==> src/tts_pkg.sv <==
// ----------------------------------------------------------------------------
// tts_pkg: shared types and constants of the tick task scheduler
// Command codes, register indexes, reset values and the result record
// passed from the scheduler core to the output stage.
// ----------------------------------------------------------------------------
package tts_pkg;

  // Channel count and field widths
  localparam int NCH           = 3;
  localparam int DIV_WIDTH     = 16;
  localparam int HOOK_WIDTH    = 3;
  localparam int CNT_WIDTH     = 32;
  localparam int IDX_WIDTH     = 4;
  localparam int CFG_IDX_WIDTH = 2;
  localparam int PENDING_WIDTH = 16;

  // Channel numbers
  localparam int CH_FAST = 0;
  localparam int CH_BUS  = 1;
  localparam int CH_LOG  = 2;

  // Divider reset values, fast in the lowest slot
  localparam logic [NCH-1:0][DIV_WIDTH-1:0] DIV_RESET = {16'd2000, 16'd10, 16'd5};

  // Commands
  typedef enum logic [1:0] {
    CMD_TICK     = 2'd0,
    CMD_SERVICE  = 2'd1,
    CMD_LOG_DONE = 2'd2,
    CMD_READ     = 2'd3
  } cmd_t;

  // Configuration register indexes
  typedef enum logic [CFG_IDX_WIDTH-1:0] {
    REG_FAST_DIV = 2'd0,
    REG_BUS_DIV  = 2'd1,
    REG_LOG_DIV  = 2'd2,
    REG_HOOK_EN  = 2'd3
  } cfg_idx_t;

  // Counter read selectors
  localparam logic [IDX_WIDTH-1:0] SEL_RUN_FAST  = 4'd0;
  localparam logic [IDX_WIDTH-1:0] SEL_RUN_BUS   = 4'd1;
  localparam logic [IDX_WIDTH-1:0] SEL_RUN_LOG   = 4'd2;
  localparam logic [IDX_WIDTH-1:0] SEL_OVR_FAST  = 4'd3;
  localparam logic [IDX_WIDTH-1:0] SEL_OVR_BUS   = 4'd4;
  localparam logic [IDX_WIDTH-1:0] SEL_OVR_LOG   = 4'd5;
  localparam logic [IDX_WIDTH-1:0] SEL_PEND_FAST = 4'd6;
  localparam logic [IDX_WIDTH-1:0] SEL_PEND_BUS  = 4'd7;
  localparam logic [IDX_WIDTH-1:0] SEL_PEND_LOG  = 4'd8;

  // One result item
  typedef struct packed {
    logic [CNT_WIDTH-1:0] counter_value;
    logic                 ticks_dropped;
    logic [NCH-1:0]       run;           // bit0 fast, bit1 bus, bit2 log
  } result_t;

endpackage

==> src/tts_core.sv <==
// ----------------------------------------------------------------------------
// tts_core: scheduler state and per-item update
// Holds dividers, countdowns, pending, overrun and run counters and the
// drop flag; computes the result of the item held in the input register.
// ----------------------------------------------------------------------------
module tts_core #(
  parameter int PENDING_WIDTH = tts_pkg::PENDING_WIDTH
) (
  input  logic                                clk,
  input  logic                                rst,
  input  logic                                cfg_we,
  input  logic [tts_pkg::CFG_IDX_WIDTH-1:0]   cfg_index,
  input  logic [tts_pkg::DIV_WIDTH-1:0]       cfg_data,
  input  logic                                fire,
  input  tts_pkg::cmd_t                       command,
  input  logic [tts_pkg::IDX_WIDTH-1:0]       counter_index,
  output tts_pkg::result_t                    result
);

  localparam int NCH = tts_pkg::NCH;

  logic [tts_pkg::DIV_WIDTH-1:0]  divider   [NCH];
  logic [tts_pkg::HOOK_WIDTH-1:0] hook_enable;
  logic [tts_pkg::DIV_WIDTH-1:0]  countdown [NCH];
  logic [PENDING_WIDTH-1:0]       pending   [NCH];
  logic [tts_pkg::CNT_WIDTH-1:0]  overrun   [NCH];
  logic [tts_pkg::CNT_WIDTH-1:0]  run_cnt   [NCH];
  logic                           drop_flag;

  logic           tick_do;
  logic [NCH-1:0] expire;
  logic [NCH-1:0] run;
  logic           drop_flag_next;
  logic [tts_pkg::CNT_WIDTH-1:0] value;

  // Per-channel decode
  always_comb begin
    tick_do = (command == tts_pkg::CMD_TICK) && !drop_flag;
    for (int i = 0; i < NCH; i++) begin
      expire[i] = (countdown[i] <= tts_pkg::DIV_WIDTH'(1));
      run[i]    = (command == tts_pkg::CMD_SERVICE) && (pending[i] != '0);
    end
  end

  // Drop flag: set when the log task is taken with its hook on
  always_comb begin
    drop_flag_next = drop_flag;
    unique case (command)
      tts_pkg::CMD_SERVICE:  drop_flag_next = drop_flag | (run[tts_pkg::CH_LOG] &
                                                          hook_enable[tts_pkg::CH_LOG]);
      tts_pkg::CMD_LOG_DONE: drop_flag_next = 1'b0;
      default:               drop_flag_next = drop_flag;
    endcase
  end

  // Counter read mux
  always_comb begin
    value = '0;
    if (command == tts_pkg::CMD_READ) begin
      case (counter_index)
        tts_pkg::SEL_RUN_FAST:  value = run_cnt[tts_pkg::CH_FAST];
        tts_pkg::SEL_RUN_BUS:   value = run_cnt[tts_pkg::CH_BUS];
        tts_pkg::SEL_RUN_LOG:   value = run_cnt[tts_pkg::CH_LOG];
        tts_pkg::SEL_OVR_FAST:  value = overrun[tts_pkg::CH_FAST];
        tts_pkg::SEL_OVR_BUS:   value = overrun[tts_pkg::CH_BUS];
        tts_pkg::SEL_OVR_LOG:   value = overrun[tts_pkg::CH_LOG];
        tts_pkg::SEL_PEND_FAST: value = tts_pkg::CNT_WIDTH'(pending[tts_pkg::CH_FAST]);
        tts_pkg::SEL_PEND_BUS:  value = tts_pkg::CNT_WIDTH'(pending[tts_pkg::CH_BUS]);
        tts_pkg::SEL_PEND_LOG:  value = tts_pkg::CNT_WIDTH'(pending[tts_pkg::CH_LOG]);
        default:                value = '0;
      endcase
    end
  end

  assign result.run           = run;
  assign result.ticks_dropped = drop_flag_next;
  assign result.counter_value = value;

  // State update
  always_ff @(posedge clk) begin
    if (rst) begin
      for (int i = 0; i < NCH; i++) begin
        divider[i]   <= tts_pkg::DIV_RESET[i];
        countdown[i] <= tts_pkg::DIV_RESET[i];
        pending[i]   <= '0;
        overrun[i]   <= '0;
        run_cnt[i]   <= '0;
      end
      hook_enable <= '0;
      drop_flag   <= 1'b0;
    end else begin
      if (fire) begin
        for (int i = 0; i < NCH; i++) begin
          if (tick_do) begin
            if (expire[i]) begin
              countdown[i] <= divider[i];
              // a raise onto a nonzero count is an overrun; saturate at all ones
              if (pending[i] != '0) overrun[i] <= overrun[i] + 1'b1;
              if (!(&pending[i]))   pending[i] <= pending[i] + 1'b1;
            end else begin
              countdown[i] <= countdown[i] - 1'b1;
            end
          end
          if (run[i]) begin
            pending[i] <= '0;
            run_cnt[i] <= run_cnt[i] + 1'b1;
          end
        end
        drop_flag <= drop_flag_next;
      end
      // configuration writes must arrive only while idle; the block does not enforce this
      if (cfg_we) begin
        unique case (tts_pkg::cfg_idx_t'(cfg_index))
          tts_pkg::REG_FAST_DIV: begin
            divider[tts_pkg::CH_FAST]   <= cfg_data;
            countdown[tts_pkg::CH_FAST] <= cfg_data;
          end
          tts_pkg::REG_BUS_DIV: begin
            divider[tts_pkg::CH_BUS]    <= cfg_data;
            countdown[tts_pkg::CH_BUS]  <= cfg_data;
          end
          tts_pkg::REG_LOG_DIV: begin
            divider[tts_pkg::CH_LOG]    <= cfg_data;
            countdown[tts_pkg::CH_LOG]  <= cfg_data;
          end
          tts_pkg::REG_HOOK_EN: begin
            hook_enable <= cfg_data[tts_pkg::HOOK_WIDTH-1:0];
          end
          default: ;
        endcase
      end
    end
  end

endmodule

==> src/multirate_tick_task_scheduler_unit.sv <==
// ----------------------------------------------------------------------------
// multirate_tick_task_scheduler_unit: three-channel tick divider scheduler
// Input register, scheduler core and output register in one pass.
// ----------------------------------------------------------------------------
// Usage:
//   Commands enter on the s_axis channel: tuser carries the command (tick,
//   service, log done, read counter), tdata the counter index for reads.
//   Every command yields exactly one item on m_axis: run flags, the drop
//   flag after the command and the counter value (zero unless a read).
//   Path: an accepted item is captured in the input register, then
//   processed by the core into the output register and offered on m_axis
//   from there until it is taken.
//   Throughput: one item per cycle while m_axis does not stall; the core
//   updates the counter state once per item.
//   When m_axis stalls, the output register holds its item, the input
//   register keeps one more, and s_axis_tready drops until space frees.
//   Reset (rst, synchronous) clears the counters and the drop flag, loads
//   the dividers 5, 10 and 2000 and their countdowns, and clears hooks.
//   The configuration port takes a write at any edge with cfg_we high and
//   rst low; writing a divider also reloads that channel's countdown.
// ----------------------------------------------------------------------------
module multirate_tick_task_scheduler_unit #(
  parameter int PENDING_WIDTH = tts_pkg::PENDING_WIDTH
) (
  input  logic                              clk,
  input  logic                              rst,
  // configuration
  input  logic                              cfg_we,
  input  logic [tts_pkg::CFG_IDX_WIDTH-1:0] cfg_index,
  input  logic [tts_pkg::DIV_WIDTH-1:0]     cfg_data,
  // command items
  input  logic                              s_axis_tvalid,
  output logic                              s_axis_tready,
  input  logic [7:0]                        s_axis_tdata,  // [3:0] counter_index, [7:4] zero
  input  logic [1:0]                        s_axis_tuser,  // [1:0] command
  // result items
  output logic                              m_axis_tvalid,
  input  logic                              m_axis_tready,
  output logic [39:0]                       m_axis_tdata   // [0] run_fast, [1] run_bus,
                                                           // [2] run_log, [3] ticks_dropped,
                                                           // [35:4] counter_value, [39:36] zero
);

  logic                               in_valid;
  tts_pkg::cmd_t                      in_cmd;
  logic [tts_pkg::IDX_WIDTH-1:0]      in_idx;
  logic                               out_valid;
  tts_pkg::result_t                   out_result;
  tts_pkg::result_t                   core_result;
  logic                               advance;
  logic                               s_fire;

  // handshake
  assign advance       = in_valid && (!out_valid || m_axis_tready);
  assign s_axis_tready = !in_valid || advance;
  assign s_fire        = s_axis_tvalid && s_axis_tready;

  // input register
  always_ff @(posedge clk) begin
    if (rst) begin
      in_valid <= 1'b0;
    end else begin
      in_valid <= s_fire || (in_valid && !advance);
    end
  end

  always_ff @(posedge clk) begin
    if (s_fire) begin
      in_cmd <= tts_pkg::cmd_t'(s_axis_tuser);
      in_idx <= s_axis_tdata[tts_pkg::IDX_WIDTH-1:0];
    end
  end

  tts_core #(
    .PENDING_WIDTH (PENDING_WIDTH)
  ) u_core (
    .clk           (clk),
    .rst           (rst),
    .cfg_we        (cfg_we),
    .cfg_index     (cfg_index),
    .cfg_data      (cfg_data),
    .fire          (advance),
    .command       (in_cmd),
    .counter_index (in_idx),
    .result        (core_result)
  );

  // output register
  always_ff @(posedge clk) begin
    if (rst) begin
      out_valid <= 1'b0;
    end else if (advance) begin
      out_valid <= 1'b1;
    end else if (m_axis_tready) begin
      out_valid <= 1'b0;
    end
  end

  always_ff @(posedge clk) begin
    if (advance) begin
      out_result <= core_result;
    end
  end

  assign m_axis_tvalid = out_valid;
  assign m_axis_tdata  = {4'b0000, out_result.counter_value, out_result.ticks_dropped,
                          out_result.run};

endmodule
==> config.mk <==
export PLATFORM = sky130hd
export DESIGN_NAME = multirate_tick_task_scheduler_unit
export DESIGN_NICKNAME = d
export VERILOG_FILES = /design/src/tts_pkg.sv /design/src/tts_core.sv /design/src/multirate_tick_task_scheduler_unit.sv
export SDC_FILE = /design/constraint.sdc
export NUM_CORES = 1
export LEC_CHECK = 0
export ABC_CLOCK_PERIOD_IN_PS = 8500
export BUFFER_PORTS_ARGS = -buffer_cell sky130_fd_sc_hd__clkbuf_2
export CORE_ASPECT_RATIO = 0.5
export CORE_MARGIN = 2
export CORE_UTILIZATION = 55
export CTS_CLUSTER_SIZE = 24
export DETAILED_ROUTE_END_ITERATION = 6
export HOLD_SLACK_MARGIN = 0.08
export PLACE_DENSITY_LB_ADDON = 0.05
export SLEW_MARGIN = 15
export SYNTH_ARGS = -nofsm -noshare
export SYNTH_HDL_FRONTEND = slang
export SYNTH_SLANG_ARGS = --single-unit
==> constraint.sdc <==
create_clock -name clk -period 8.5 [get_ports clk]
set_input_delay 1.7 -clock clk [delete_from_list [all_inputs] [get_ports clk]]
set_output_delay 1.7 -clock clk [all_outputs]
set_load 0.05 [all_outputs]
==> reports/qor.csv, run 1 <==
stage,metric,value,unit
outcome,status,"complete, no violations",
pwr,p_seq_share,53.9,%
synth,synth_area,21000,um2
grt,grt_pass1_wl,87000,um
timing,hold_violations,0,
synth,synth_warnings,0,
place,gp_congestion,0.901,
synth,yosysUniqueCellTypes,68,
clocking,cts_resized,0,
timing,fin_worst_skew,0.00883,ns
pwr,intPower,3.17,mW
synth,synth_top_area_cell,edfxtp_1,
flow_run,maxCapViolCount,0,
timing,layout_min_cycle_time,4.52,ns
clocking,clock_sinks,382,
setup_path,arrival,4.71,ns
setup_path,r2r_setup_slack,4.78,ns
detailed_routing,drtIter0Drc,1786,
cells_and_area,fin_cells,2543,
grt,groute.usage.overall,28.2,%
synth,synthDominantCellAreaShare,51.7,%
setup_path,cp_top_family,simple AND/OR/NAND/NOR gates,
synth,yosys-top-cells-area,"edfxtp_1 52%, xor2_1 6.1%, nor2_1 4.2%",
pwr,ir_drop,0.130,mV
clocking,cts_tree,yes,
grt,grt_max_degree,97,
place,dp_hpwl,38300,um
grt,grt_pass1_vias,15000,
setup_path,cp_cell_sequence,"clkbuf_2, nand2b_1, nor3_1, and2_1, or2_2, a31o_2",
clocking,cts_setup_buffers,0,
setup_path,worst_setup_path_end_kind,flop,
clocking,path_clk_slew,0.06,ns
pwr,p_comb_share,6.0,%
hold_path,hold_path.class,reg -> reg,
cells_and_area,area_growth_syn_to_layout,9.86,%
timing,holdWs,0.516,ns
detailed_routing,drc,0,
synth,syn_avg_cell_area,10.6,um2
cells_and_area,final_util,61.6,%
clocking,cts_root_buffer,clkbuf_16,
setup_path,critPathKind,in -> reg,
synth,synth_edf_count,362,
setup_path,cp_num_buf_inv,1,
timing,rsz0062_at_grt,false,
synth,synth_ff_type,edfxtp_1,
detailed_routing,finalWirelength,56200,um
place,place_area,21900,um2
setup_path,startpoint_type,input port,
synth,synth_seq_cells,382,
grt,antenna_found_initial,1,
pwr,power.clock.fraction,40.1,%
synth,yosysSeqAreaShare,53.6,%
pwr,switchingPower,1.00,mW
timing,fin_crit_sh,53.2,%
pwr,switching_share,24.0,%
detailed_routing,viasPerCell,6.41,
floorplan,rows,50,
setup_path,cp_slowest_cell,or2_2,
pwr,p_leak,7.41,nW
detailed_routing,ant_nets,0,
timing,worstMarginPinSlew,1.18,ns
detailed_routing,post_drt_wl_per_cell,22.1,um
floorplan,die_h,142,um
clocking,cts.path.max_buffers,3,
timing,slew_violations,0,
synth,syn_inst,1985,
floorplan,ios,75,
floorplan,chipWidth,281,um
detailed_routing,vias,16300,
synth,async_flop_share,0,%
pwr,power_density,181,nW/um2
cells_and_area,nFillCells,3147,
setup_path,slowest_delay,0.84,ns
clocking,cts-buffers-inserted,38,
floorplan,die_area,39900,um2
cells_and_area,final_area,23100,um2
place,dp_slack,3.41,ns
timing,finalSetupTns,0,ns
cells_and_area,final_common_cell,edfxtp_1,
setup_path,required,8.69,ns
place,port_buffers,66,
detailed_routing,dr.pass1.iters,5,
clocking,insertion_delay,0.54,ns
place,dp.cells,2475,
setup_path,crit_fanout,33,
pwr,fin_total_pwr,4.17,mW
timing,setup_viol,0,
timing,fmax,221,MHz
clocking,hold_buffers,0,
cells_and_area,drive_gt1_share,9.08,%
timing,slew-limit-headroom,20.8,%
cells_and_area,final_cell_mix,"362 x edfxtp_1, 237 x nor2_1, 151 x nand2_1",
floorplan,core,37500,um2
grt,grt_overflow,0,
clocking,cts_max_level,2,
cells_and_area,nets,2075,
timing,layout_setup_ws,3.98,ns
floorplan,start_util,56.0,%
-- synthesized netlist by cell type (46+ instances only) --
cell      instances
edfxtp_1        362
nand4_1          72
a21oi_1          53
nor2_1          237
nand2_1         151
xor2_1          146
nand3_1         120
clkbuf_1         75
a22oi_1          55
nor3_1           46
xnor2_1          76
o21ai_0          51
-- layer usage --
metal  up-vias  routed length (um)  global-route usage [%]
met1      8101               24700                    39.7
li1       7577                   -                       -
met4         0                1590                    8.36
met5         -                   0                       0
met2       532               26500                    45.8
met3        95                3370                    4.02
-- cell families (layout without fill, tap and decap cells) --
family,count (synthesis),after routing,share of synthesized area (%)
mux,14,14,0.666
compound gates,339,339,11.2
xor+xnor,222,222,9.25
buf+inv,136,196,2.64
fa+ha+maj,21,21,1.25
flops,382,382,53.6
other cells,1,5,0.0178
simple gates,870,870,21.4
-- sequential cells by signal, summed over array words and instances, names as in the netlist --
| register | flops |
|---|---|
| in_cmd | 2 |
| in_idx | 4 |
| u_core.divider | 48 |
| u_core.hook_enable | 1 |
| u_core.overrun | 96 |
| in_valid | 1 |
| u_core.pending | 48 |
| u_core.drop_flag | 1 |
| m_axis_tdata | 36 |
| m_axis_tvalid | 1 |
| u_core.run_cnt | 96 |
| u_core.countdown | 48 |
-- path summary, 6_finish.rpt --
check,startpoint,to,depth (start not counted)
setup / recovery,rst,u_core.pending[1][7],6
hold / removal,u_core.hook_enable[2],u_core.hook_enable[2],2
setup reg to reg,in_cmd[1],u_core.pending[1][7],7
hold reg to reg,u_core.hook_enable[2],u_core.hook_enable[2],2
-- power groups by stage --
stage | Sequential [mW] | Combinational [mW] | Clock, mW
floorplan | 2.27 | 0.159 | 0
global placement | 2.28 | 0.247 | 0
detailed placement | 2.29 | 0.250 | 0
CTS | 2.25 | 0.252 | 1.69
global route | 2.26 | 0.274 | 1.77
finish | 2.25 | 0.251 | 1.67
-- area by class of cell --
| type | instances | area [um2] | share of cell area [%] |
|---|---|---|---|
| Multi-Input combinational cell | 1470 | 9350 | 40.5 |
| Tap cell | 494 | 618 | 2.68 |
| Timing Repair Buffer | 95 | 548 | 2.37 |
| Clock buffer | 51 | 1060 | 4.60 |
| Sequential cell | 382 | 11300 | 48.8 |
| Antenna cell | 1 | 2.50 | 0.0108 |
| Clock inverter | 16 | 125 | 0.542 |
| Inverter | 34 | 128 | 0.552 |
-- worst register-to-register path, stage by stage, from the launching register on --
cell,delay (ns)
edfxtp_1,0.38
inv_1,0.09
ha_1,0.26
inv_1,0.09
nor3_1,0.47
and2_1,0.72
or2_2,0.84
a31o_2,0.51
No activity file was read; power rests on OpenSTA's default activity.
==> run 2, diff against run 1 <==
--- a/config.mk
+++ b/config.mk
@@ -5,7 +5,8 @@
 export SDC_FILE = /design/constraint.sdc
 export NUM_CORES = 1
 export LEC_CHECK = 0
-export ABC_CLOCK_PERIOD_IN_PS = 8500
+export ABC_AREA = 1
+export ABC_CLOCK_PERIOD_IN_PS = 4300
 export BUFFER_PORTS_ARGS = -buffer_cell sky130_fd_sc_hd__clkbuf_2
 export CORE_ASPECT_RATIO = 0.5
 export CORE_MARGIN = 2
==> constraint.sdc (replaced) <==
create_clock -name clk -period 4.3 [get_ports clk]
set_input_delay 0.86 -clock clk [delete_from_list [all_inputs] [get_ports clk]]
set_output_delay 0.86 -clock clk [all_outputs]
set_load 0.05 [all_outputs]
==> run 2 against run 1 <==
Effect of this change:
- synthesized area grew 9.6%
- total power up 100%
- final area rose by 9.0%
- sequential cell count stayed put
- critical path depth up 3
- clock skew is 0.012 ns higher
- global-route usage rose by 1.9 points
==> reports/qor.csv, run 2 <==
stage,metric,value,unit
clocking,cts_root_buffer,clkbuf_16,
floorplan,core,40900,um2
timing,layout_min_cycle_time,2.96,ns
timing,fin_crit_sh,68.7,%
setup_path,cp_slowest_cell,buf_4,
clocking,cts.path.max_buffers,3,
detailed_routing,viasPerCell,5.59,
grt,antenna_found_initial,0,
place,dp_hpwl,48600,um
synth,yosysUniqueCellTypes,48,
cells_and_area,area_growth_syn_to_layout,9.21,%
place,port_buffers,66,
clocking,cts_resized,0,
grt,groute.usage.overall,30.1,%
cells_and_area,final_common_cell,nand2_1,
synth,synth_edf_count,362,
floorplan,rows,52,
timing,hold_violations,0,
setup_path,startpoint_type,input port,
grt,grt_overflow,0,
detailed_routing,drc,0,
setup_path,required,4.70,ns
outcome,status,"complete, no violations",
floorplan,start_util,56.4,%
flow_run,maxCapViolCount,0,
floorplan,die_h,149,um
cells_and_area,multi_input_area,9430,um2
synth,synthTopCellsByCount,"612 x nand2_1, 538 x inv_1, 362 x edfxtp_1",
grt,grt_pass1_vias,17800,
synth,synth_seq_cells,382,
detailed_routing,ant_nets,0,
timing,fmax,338,MHz
floorplan,die_area,43700,um2
grt,grt_pass1_wl,101000,um
grt,grt_max_degree,97,
clocking,cts-buffers-inserted,37,
pwr,p_seq_share,52.3,%
pwr,p_leak,11.2,nW
setup_path,arrival,3.36,ns
synth,yosys-top-cells-area,"edfxtp_1 47%, nand2_1 10%, inv_1 8.8%",
cells_and_area,largestRegisters,"u_core.overrun (96), u_core.run_cnt (96)",
timing,slew-limit-headroom,21.8,%
detailed_routing,post_drt_wl_per_cell,18.7,um
pwr,intPower,6.30,mW
detailed_routing,finalWirelength,65100,um
cells_and_area,nets,2969,
timing,rsz0062_at_grt,false,
hold_path,hold_path.class,reg -> reg,
setup_path,slowest_delay,0.77,ns
synth,synth_warnings,0,
pwr,power_density,334,nW/um2
pwr,ir_drop,0.271,mV
clocking,cts_tree,yes,
synth,syn_avg_cell_area,8.12,um2
pwr,switching_share,25.1,%
setup_path,crit_fanout,96,
cells_and_area,nFillCells,3652,
synth,synth.most_common_cell,nand2_1,
detailed_routing,dr.pass1.iters,6,
timing,setup_viol,0,
setup_path,critPathKind,in -> reg,
timing,slew_violations,0,
synth,synthDominantCellAreaShare,47.1,%
synth,async_flop_share,0,%
setup_path,cp_cell_sequence,"clkbuf_2, inv_2, nand3_4, inv_1, nand3_1, nand3_4, buf_4, o21ai_0, inv_1",
synth,synth_area,23100,um2
place,gp_congestion,0.946,
clocking,cts_setup_buffers,0,
cells_and_area,seq_area,11300,um2
timing,finalSetupTns,0,ns
clocking,clock_sinks,382,
detailed_routing,vias,19500,
clocking,hold_buffers,0,
synth,yosysSeqAreaShare,48.9,%
pwr,power.clock.fraction,39.8,%
timing,fin_worst_skew,0.0203,ns
clocking,cts_max_level,2,
cells_and_area,diodes,0,
synth,syn_inst,2840,
timing,holdWs,0.486,ns
cells_and_area,drive_gt1_share,7.72,%
pwr,p_comb_share,7.9,%
floorplan,ios,75,
pwr,switchingPower,2.11,mW
timing,worstMarginPinSlew,1.17,ns
setup_path,worst_setup_path_end_kind,flop,
floorplan,chipWidth,294,um
clocking,path_clk_slew,0.06,ns
clocking,insertion_delay,0.55,ns
detailed_routing,drtIter0Drc,2186,
synth,synth_top_area_cell,edfxtp_1,
synth,synth_ff_type,edfxtp_1,
cells_and_area,final_cell_mix,"612 x nand2_1, 538 x inv_1, 362 x edfxtp_1",
[run 2: cell type report]
type | count | share of cell area (%)
flip-flops and latches | 382 | 44.8
multi-input cells | 1854 | 37.4
inverters | 543 | 8.09
clock buffers | 49 | 4.10
well taps | 540 | 2.68
repair buffers | 97 | 2.29
clock inverters | 16 | 0.636
[run 2: worst paths after layout]
kind                    startpoint               endpoint  slack, ns  cells after the start
max                            rst  u_core.run_cnt[0][45]       1.34                      9
min          u_core.hook_enable[2]  u_core.hook_enable[2]       0.49                      2
max reg2reg   u_core.pending[1][0]  u_core.run_cnt[0][45]       1.50                     12
min reg2reg  u_core.hook_enable[2]  u_core.hook_enable[2]       0.49                      2
[run 2: layer usage]
layer | global-route usage, % | up-vias | share of wire, %
li1 | - | 9419 | -
met3 | 4.29 | 98 | 8.2
met2 | 47.2 | 770 | 45
met1 | 44.2 | 9168 | 45
met5 | 0 | - | 0
met4 | 7.09 | 0 | 2.4
[run 2: power by group through the flow]
stage	logic, mW	registers [mW]	clock network (mW)
after floorplan	0.401	4.48	0
after detailed placement	0.655	4.47	0
after global placement	0.649	4.47	0
after global routing	0.725	4.41	3.52
after CTS	0.659	4.39	3.38
final	0.663	4.39	3.35
[run 2: logic make-up (layout without fill, tap and decap cells)]
family | after synthesis | count (layout) | share of synthesized area [%]
flip-flops | 382 | 382 | 48.9
adder cells (fa/ha/maj) | 21 | 21 | 1.14
other | 1 | 4 | 0.0163
buffers and inverters | 607 | 705 | 10.4
AO/OA/AOI/OAI | 292 | 292 | 7.34
AND/OR/NAND/NOR | 1380 | 1380 | 26.2
XOR/XNOR | 157 | 157 | 5.96
[run 2: worst max-delay path: cells and delay by family]
family	cells	cell delay, ns
compound gates	1	0.24
buf+inv	5	1.59
simple gates	3	0.51
[run 2: stage by stage]
| stage | std cells | area (um2) | util [%] | power [mW] | setup slack [ns] |
|---|---|---|---|---|---|
| floorplan | 2843 | 23100 | - | 4.88 | 0.409 |
| global placement | 3416 | 24000 | 58.7 | 5.11 | 0.885 |
| detailed placement | 3416 | 24000 | 58.7 | 5.12 | 0.850 |
| CTS | 3481 | 25200 | 61.6 | 8.42 | 1.40 |
| global route | 3481 | 25200 | 61.6 | 8.66 | 1.12 |
| finish | 3481 | 25200 | 61.6 | 8.40 | 1.34 |
==> run 3, diff against run 2 <==
--- a/config.mk
+++ b/config.mk
@@ -5,8 +5,8 @@
 export SDC_FILE = /design/constraint.sdc
 export NUM_CORES = 1
 export LEC_CHECK = 0
-export ABC_AREA = 1
-export ABC_CLOCK_PERIOD_IN_PS = 4300
+export ABC_AREA = 0
+export ABC_CLOCK_PERIOD_IN_PS = 2680
 export BUFFER_PORTS_ARGS = -buffer_cell sky130_fd_sc_hd__clkbuf_2
 export CORE_ASPECT_RATIO = 0.5
 export CORE_MARGIN = 2
==> constraint.sdc (replaced) <==
create_clock -name clk -period 2.68 [get_ports clk]
set_input_delay 0.536 -clock clk [delete_from_list [all_inputs] [get_ports clk]]
set_output_delay 0.536 -clock clk [all_outputs]
set_load 0.05 [all_outputs]
==> run 3 against run 2 <==
Effect of this change:
- worst hold slack worse by 0.32 ns
- count of clock-buffer cells in the layout is 3 lower
- sequential share of layout area rose by 2.0 points
- clock skew down 0.0021 ns
- via count is 14% lower
- utilization grew 2.6 points
- critical path type is now reg -> reg
==> reports/qor.csv, run 3 (same netlist as run 1, synthesis figures left out) <==
stage,metric,value,unit
timing,layout_min_cycle_time,2.56,ns
cells_and_area,diodes,0,
clocking,cts-buffers-inserted,38,
pwr,power_density,557,nW/um2
clocking,path_clk_slew,0.06,ns
cells_and_area,drive_gt1_share,13.5,%
grt,grt_pass1_vias,15300,
timing,slew_violations,0,
floorplan,die_area,39900,um2
cells_and_area,final_common_cell,edfxtp_1,
pwr,ir_drop,0.497,mV
timing,setup_viol,0,
grt,antenna_found_initial,0,
floorplan,chipWidth,281,um
grt,grt_overflow,0,
floorplan,die_h,142,um
clocking,insertion_delay,0.55,ns
setup_path,startpoint_type,flop,
clocking,cts_setup_buffers,0,
timing,slew-limit-headroom,48.5,%
cells_and_area,area_growth_syn_to_layout,14.6,%
flow_run,maxCapViolCount,0,
place,port_buffers,66,
outcome,status,"complete, no violations",
timing,fin_worst_skew,0.0182,ns
floorplan,rows,50,
pwr,p_leak,7.97,nW
cells_and_area,nFillCells,3085,
grt,gr-usage-met1,40.1,%
clocking,cts_tree,yes,
detailed_routing,ant_nets,0,
place,gp_congestion,0.910,
clocking,clock_sinks,382,
setup_path,required,3.07,ns
detailed_routing,dr.pass1.iters,5,
detailed_routing,viasPerCell,6.32,
setup_path,critPathKind,reg -> reg,
setup_path,r2r_setup_slack,0.12,ns
detailed_routing,drc,0,
floorplan,start_util,56.0,%
detailed_routing,vias,16700,
grt,groute.usage.overall,28.6,%
floorplan,ios,75,
timing,fmax,391,MHz
clocking,cts_root_buffer,clkbuf_16,
timing,worstMarginPinSlew,0.766,ns
cells_and_area,largestRegisters,"u_core.overrun (96), u_core.run_cnt (96)",
grt,use_met3,3.76,%
cells_and_area,nets,2165,
grt,grt_use_met2,46.0,%
clocking,cts_max_level,2,
timing,rsz0062_at_grt,true,
cells_and_area,final_util,64.2,%
hold_path,hold_path.class,in -> reg,
setup_path,worst_setup_path_end_kind,flop,
timing,hold_violations,0,
grt,grt_pass1_wl,88000,um
setup_path,crit_fanout,32,
clocking,cts.path.max_buffers,3,
detailed_routing,drtIter0Drc,1729,
grt,grt_max_degree,38,
setup_path,arrival,2.95,ns
place,dp_hpwl,40000,um
grt,busiest_layer,met2,
timing,holdWs,0.162,ns
floorplan,core,37500,um2
timing,fin_crit_sh,95.5,%
detailed_routing,finalWirelength,56900,um
cells_and_area,final_cell_mix,"362 x edfxtp_1, 237 x nor2_1, 151 x nand2_1",
detailed_routing,post_drt_wl_per_cell,21.6,um
-- run 3: cell count changes in the layout (fill, tap and decap cells not counted), sizes merged, moves of 40 or more --
cell / before / now
nand3: 201 / 121
a22oi: 5 / 55
nor2: 373 / 237
o22ai: 83 / 2
nor3: 97 / 47
xnor2: 23 / 76
nand2: 620 / 151
and3: 0 / 40
inv: 544 / 33
o21ai: 123 / 53
buf: 31 / 119
-- run 3: final timing paths --
check | startpoint | to | cells past startpoint
setup / recovery | u_core.countdown[0][43] | u_core.overrun[0][23] | 7
hold / removal | s_axis_tuser[0] | in_cmd[0] | 1
setup reg to reg | u_core.countdown[0][43] | u_core.overrun[0][23] | 7
hold reg to reg | in_valid | m_axis_tvalid | 2
-- run 3: timing repair --
action,CTS,global route
gates resized for setup,0,3
hold buffers,0,0
setup endpoints to repair,0,38
-- run 3: metal layers --
| metal | up-vias | share of wire [%] | routed length [um] |
|---|---|---|---|
| met2 | 676 | 46 | 26300 |
| met3 | 121 | 6.9 | 3910 |
| met1 | 8075 | 43 | 24700 |
| met5 | - | 0 | 0 |
| li1 | 7778 | - | - |
| met4 | 0 | 3.6 | 2070 |
-- run 3: cell type report --
| cell class | instances | area [um2] | share of cell area [%] |
|---|---|---|---|
| clock inverter | 24 | 180 | 0.748 |
| timing repair buffer | 185 | 1490 | 6.17 |
| clock buffer | 46 | 1050 | 4.38 |
| tap | 494 | 618 | 2.56 |
| sequential | 382 | 11300 | 46.8 |
| multi-input combinational | 1470 | 9360 | 38.9 |
| inverter | 34 | 128 | 0.530 |
-- run 3: worst max-delay path: stages (launching register included) --
cell and delay (ns):
edfxtp_1 0.40, or4_1 0.62, nor4_4 0.34, buf_4 0.20, nand4_1 0.12, and3_4 0.32
buf_12 0.22, a21oi_1 0.15
-- run 3: through the flow --
stage / area, um2 / worst slack (ns) / setup TNS (ns) / std cells / power (mW)
final: 24100 / 0.120 / 0 / 2635 / 13.4
after global routing: 24100 / -0.0273 / -0.0273 / 2635 / 13.8
after CTS: 24100 / 0.0776 / 0 / 2635 / 13.5
after detailed placement: 22900 / 0.102 / 0 / 2565 / 8.13
after global placement: 22900 / 0.174 / 0 / 2565 / 8.11
after floorplan: 21100 / 0.0262 / 0 / 1988 / 7.70
-- run 3: report_power, final --
group / switching, mW / total, mW / leakage [nW] / internal, mW
Clock: 2.40 / 5.41 / 0.604 / 3.01
Combinational: 0.576 / 0.904 / 3.53 / 0.328
Sequential: 0.294 / 7.11 / 3.83 / 6.82
Total: 3.27 / 13.4 / 7.97 / 10.2
